**src/sv/irt_pkg.sv**
```systemverilog
package irt_pkg;

  // Table geometry.
  localparam int CAPACITY = 32;
  localparam int IDX_W    = $clog2(CAPACITY);
  localparam int CNT_W    = $clog2(CAPACITY + 1);

  // Operation codes.
  localparam logic [2:0] FN_REQUEST   = 3'd0;
  localparam logic [2:0] FN_RELEASE   = 3'd1;
  localparam logic [2:0] FN_PURGE_REL = 3'd2;
  localparam logic [2:0] FN_PURGE_EXP = 3'd3;
  localparam logic [2:0] FN_QUERY     = 3'd4;

  // Status codes.
  localparam logic [1:0] ST_OK      = 2'd0;
  localparam logic [1:0] ST_REFUSED = 2'd1;
  localparam logic [1:0] ST_INVALID = 2'd2;
  localparam logic [1:0] ST_FULL    = 2'd3;

  typedef struct packed {
    logic [2:0]  func;
    logic [15:0] train_id;
    logic [3:0]  zone_type;
    logic [15:0] zone_node;
    logic [15:0] zone_track;
    logic [31:0] start_time;
    logic [31:0] end_time;
    logic [31:0] now_time;
  } req_t;

  typedef struct packed {
    logic [1:0] status;
    logic       conflict;
    logic [5:0] entries_used;
  } res_t;

  // One stored reservation.
  typedef struct packed {
    logic [15:0] owner;
    logic [3:0]  zone_type;
    logic [15:0] zone_node;
    logic [15:0] zone_track;
    logic [31:0] start_ms;
    logic [31:0] end_ms;
    logic        released;
  } entry_t;

  typedef enum logic [1:0] {
    WR_NEW,
    WR_COPY,
    WR_RELEASE
  } wsel_e;

  typedef enum logic {
    S_IDLE,
    S_SCAN
  } state_e;

  // Table port command from the sequencer.
  typedef struct packed {
    logic             we;
    logic [IDX_W-1:0] waddr;
    wsel_e            wsel;
    logic             re;
    logic [IDX_W-1:0] raddr;
  } mem_cmd_t;

  // Compare results for the entry read last cycle.
  typedef struct packed {
    logic conflict;
    logic rel_hit;
    logic drop;
  } hit_t;

endpackage

```
**src/sv/irt_table.sv**
```systemverilog
module irt_table (
  input  logic            clk_i,
  input  irt_pkg::req_t    req_i,
  input  irt_pkg::mem_cmd_t cmd_i,
  output irt_pkg::hit_t    hit_o
);
  import irt_pkg::*;

  entry_t mem_q [CAPACITY];
  entry_t rd_q;
  entry_t wdata;
  logic   zone_eq;

  // Write data: a fresh entry, a moved entry, or the read entry marked released.
  always_comb begin
    wdata = rd_q;
    unique case (cmd_i.wsel)
      WR_NEW: begin
        wdata.owner      = req_i.train_id;
        wdata.zone_type  = req_i.zone_type;
        wdata.zone_node  = req_i.zone_node;
        wdata.zone_track = req_i.zone_track;
        wdata.start_ms   = req_i.start_time;
        wdata.end_ms     = req_i.end_time;
        wdata.released   = 1'b0;
      end
      WR_COPY:    wdata = rd_q;
      WR_RELEASE: wdata.released = 1'b1;
      default:    wdata = rd_q;
    endcase
  end

  // Single write port, single registered read port.
  always_ff @(posedge clk_i) begin
    if (cmd_i.we) begin
      mem_q[cmd_i.waddr] <= wdata;
    end
    if (cmd_i.re) begin
      rd_q <= mem_q[cmd_i.raddr];
    end
  end

  // Shared compare unit applied to one entry per cycle.
  always_comb begin
    zone_eq = (rd_q.zone_type == req_i.zone_type) &&
              (rd_q.zone_node == req_i.zone_node) &&
              (rd_q.zone_track == req_i.zone_track);
    hit_o.conflict = !rd_q.released && (rd_q.owner != req_i.train_id) && zone_eq &&
                     (req_i.start_time < rd_q.end_ms) && (rd_q.start_ms < req_i.end_time);
    hit_o.rel_hit  = !rd_q.released && (rd_q.owner == req_i.train_id) && zone_eq;
    hit_o.drop     = (req_i.func == FN_PURGE_REL) ? rd_q.released
                                                  : (rd_q.end_ms <= req_i.now_time);
  end

endmodule

```
**config.mk**
```make
export PLATFORM = sky130hd
export DESIGN_NAME = irt_table
export DESIGN_NICKNAME = d
export VERILOG_FILES = /design/src/sv/irt_pkg.sv /design/src/sv/irt_table.sv
export SDC_FILE = /design/constraint.sdc
export NUM_CORES = 2
export LEC_CHECK = 0
export BUFFER_PORTS_ARGS = -buffer_cell sky130_fd_sc_hd__buf_2
export CAP_MARGIN = 20
export CELL_PAD_IN_SITES_DETAIL_PLACEMENT = 0
export CELL_PAD_IN_SITES_GLOBAL_PLACEMENT = 1
export CORE_MARGIN = 1
export CORE_UTILIZATION = 50
export CTS_BUF_LIST = sky130_fd_sc_hd__clkbuf_8
export DETAILED_ROUTE_END_ITERATION = 12
export GPL_TIMING_DRIVEN = 0
export PLACE_DENSITY = 0.79
export SYNTH_ARGS = -nofsm -noshare
export SYNTH_HDL_FRONTEND = slang
export SYNTH_SLANG_ARGS = --single-unit
```
**constraint.sdc**
```tcl
create_clock -name clk_i -period 7.21 [get_ports clk_i]
set_input_delay 0.721 -clock clk_i [delete_from_list [all_inputs] [get_ports clk_i]]
set_output_delay 0.721 -clock clk_i [all_outputs]
set_load 0.05 [all_outputs]
```
==> out/qor.txt <==
==============================================================================
Final clock skew                                                     0.0649 ns
Hold_buf cts                                                                 0
Met3 track utilization from global routing                              0.0690
Total iterations of the first detailed-routing run                           6
Wire length of the first global-routing pass                            569 mm
Layout overhead on the synthesized area                                  15.1%
Root buffer cell                                                  sky130_fd_sc_hd__clkbuf_8
Initial antenna violation count                                             24
Instance count of the mapped netlist                                      6035
TritonCTS buffer count                                                     587
Final weighted congestion in routability-driven placement                0.842
Arrival time of the worst setup path                                   4.62 ns
Cell internal power dissipation                                        34.5 mW
Floorplan die width                                                     548 um
Most frequent cell after synthesis                                sky130_fd_sc_hd__edfxtp_1
Effective utilization at floorplan                                       0.503
Power share of the combinational group                                   0.070
Fmax                                                                 0.187 GHz
Fin cells                                                                11500
Critical-path maximum fanout                                                 2
Number of unique standard cell types used by synthesis                      41
M1 GR Usage                                                              0.378
Number of max-cap violations                                                 0
Avg Vias per Cell                                                         6.46
Worst endpoint required time                                           6.49 ns
Final period util                                                        0.741
Shortest clock period the worst path allows after layout               5.34 ns
LEAKAGE                                                                55.0 nW
Antenna viol nets, final                                                     0
Total of cells resized after clock tree synthesis                            0
Share of Yosys cell area claimed by the top area cell type               0.777
Crit end category                                                 primary output
Max-slew headroom                                                        0.193
Final slew viol count                                                        0
Pwr Density                                                         262 nW/um2
DRC                                                                          0
Category of the worst setup path launch point                             flop
Pre-CTS worst setup slack                                              2.42 ns
Register area share after synthesis                                      0.777
Post-Syn Area                                                       149000 um2
Ports                                                                      169
Most utilized layer in the global route result                            met2
Setup repair after global routing missed its margin                         no
Total net switching power                                              10.4 mW
Classification of the worst setup path                            flop to primary output
Clk network pwr share                                                    0.363
Number of enable-type register cells in the synthesized netlist           3861
Result of the run                                                 finished, final reports clean
Clk slew on worst S/H paths                                            0.07 ns
Number of core rows                                                        200
Setup WS post-layout                                                   1.87 ns
Global-route congestion overflow total                                       0
GR Util All Layers                                                       0.274
H-tree Lvls                                                                  6
M2 GR Usage                                                              0.423
Top flip-flop cell by instance count after synthesis              sky130_fd_sc_hd__edfxtp_1
Biggest area consumer among synthesized cells                     sky130_fd_sc_hd__edfxtp_1
Number of input and output port buffers inserted                           163
Clk sinks                                                                 3861
Hold depth                                                                   3
Clock latency reported for the late side of the worst-skew pair        1.09 ns
Placed Cells incl. Taps                                                  10400
Async SR Flop Fraction                                                       0
Die area                                                            301000 um2
Share of post-route cells with drive strength above 1                    0.364
Final setup violation count                                                  0
Area of the core                                                    297000 um2
Clock tree from TritonCTS                                                built
Post-synthesis register bit count                                         3861
Top area cells in the synthesized netlist                         sky130_fd_sc_hd__edfxtp_1 (78%), sky130_fd_sc_hd__mux4_2 (18%), sky130_fd_sc_hd__mux2_2 (1.5%)
Vias in the first global route                                           74800
Buffers inserted during post-CTS setup optimization                          0
Yosys Warn Count                                                             0
Setup_tns                                                                 0 ns
Average footprint of a synthesized cell                               24.7 um2
Sw frac                                                                  0.232
Hold crit path type                                               input pin to flop
Number of buffers on the longest clock path                                  4
Average wire length per cell after detail routing                      35.9 um
Via total after detailed routing                                         74100
Net count, final                                                          7347
Most frequent cells after synthesis                               sky130_fd_sc_hd__edfxtp_1 (3861), sky130_fd_sc_hd__mux4_2 (1170), sky130_fd_sc_hd__mux2_2 (202)
Total wire length after detailed routing                                412 mm
Pin count of the biggest net entering global routing                        68
Worst hold margin                                                     0.107 ns
R2R depth                                                                    3
Synthesized net count                                                     6295
Detailed placer's ending HPWL                                           267 mm
Vertical die dimension                                                  548 um
Number of hold-slack violations in the final timing report                   0
Actual transition at the worst max-transition pin                      1.21 ns
Share of power burned in registers                                       0.567
Maximum VDD drop                                                    0.000203 V
Number of DRC markers in iteration 0                                     11500
==============================================================================
sequential cells by signal (all words and copies together), names as in the netlist:
register	cells
rd_q	117
mem_q	3744
cells by family (layout without fill, tap and decap cells):
family                   after synthesis  count (layout)  synth area share
flip-flops                          3861            3861             0.777
multiplexers                        1372            1372             0.192
buffers and inverters                385            1862            0.0108
AND/OR/NAND/NOR                      162             162           0.00544
AO/OA/AOI/OAI                        109             109           0.00426
adder cells (fa/ha/maj)               94              94           0.00788
XOR/XNOR                              52              52           0.00305
other                                  0              21                 0
cells in the final DEF (no fill, tap or decap), types with 30 or more instances in the layout:
cell / n
sky130_fd_sc_hd__a21oi_1: 30
sky130_fd_sc_hd__buf_12: 176
sky130_fd_sc_hd__buf_16: 64
sky130_fd_sc_hd__buf_2: 265
sky130_fd_sc_hd__buf_8: 47
sky130_fd_sc_hd__clkbuf_1: 146
sky130_fd_sc_hd__clkbuf_8: 603
sky130_fd_sc_hd__clkinv_1: 138
sky130_fd_sc_hd__clkinv_2: 54
sky130_fd_sc_hd__edfxtp_1: 3861
sky130_fd_sc_hd__ha_1: 94
sky130_fd_sc_hd__inv_1: 277
sky130_fd_sc_hd__mux2_2: 202
sky130_fd_sc_hd__mux4_2: 1170
sky130_fd_sc_hd__nand2_1: 47
sky130_fd_sc_hd__nor2_4: 32
sky130_fd_sc_hd__o21ai_2: 32
layer usage:
layer  share of wire  up-vias
met5         0.00015        -
met4           0.041        8
met3            0.13      812
met2            0.47     5520
met1            0.36    39400
li1                -    28400
layout make-up:
cell class	instances	area [um2]
repair buffers	463	6930
flip-flops and latches	3861	116000
multi-input cells	1789	32100
diodes	21	52.6
well taps	3939	4930
plain buffers	290	1290
clock inverters	411	1930
fillers	20600	125000
inverters	95	357
clock buffers	603	8300
power by group through the flow:
stage / Clock, mW / Sequential, mW / Combinational, mW
CTS: 16.4 / 25.5 / 3.11
finish: 16.3 / 25.5 / 3.16
global placement: 0 / 26.1 / 2.79
detailed placement: 0 / 26.0 / 3.10
floorplan: 0 / 25.9 / 1.76
global route: 17.4 / 25.5 / 3.29
through the flow:
step / util / total power [mW] / cell area (um2)
after global routing: 0.579 / 46.1 / 172000
after floorplan: - / 27.7 / 149000
after CTS: 0.578 / 45.0 / 172000
after detailed placement: 0.543 / 29.0 / 161000
after global placement: 0.522 / 28.8 / 155000
final: 0.579 / 44.9 / 172000
critical path, cell delays in order (launching register included):
cell and delay (ns):
sky130_fd_sc_hd__edfxtp_1 0.48, sky130_fd_sc_hd__ha_1 0.32, sky130_fd_sc_hd__a2111oi_0 0.77, sky130_fd_sc_hd__nor4_1 0.16
sky130_fd_sc_hd__o31ai_1 0.48, sky130_fd_sc_hd__buf_4 0.27, sky130_fd_sc_hd__nand4_1 0.37, sky130_fd_sc_hd__and4b_1 0.46
sky130_fd_sc_hd__buf_2 0.29
final timing paths:
check           startpoint             to  slack (ns)
max               rd_q[34]       hit_o[2]        1.87
min              req_i[48]   mem_q[6][17]        0.11
max reg2reg  mem_q[11][77]       rd_q[77]        5.16
min reg2reg       rd_q[31]  mem_q[16][31]        0.80
Note: power is estimated with default switching activity, not from simulation.
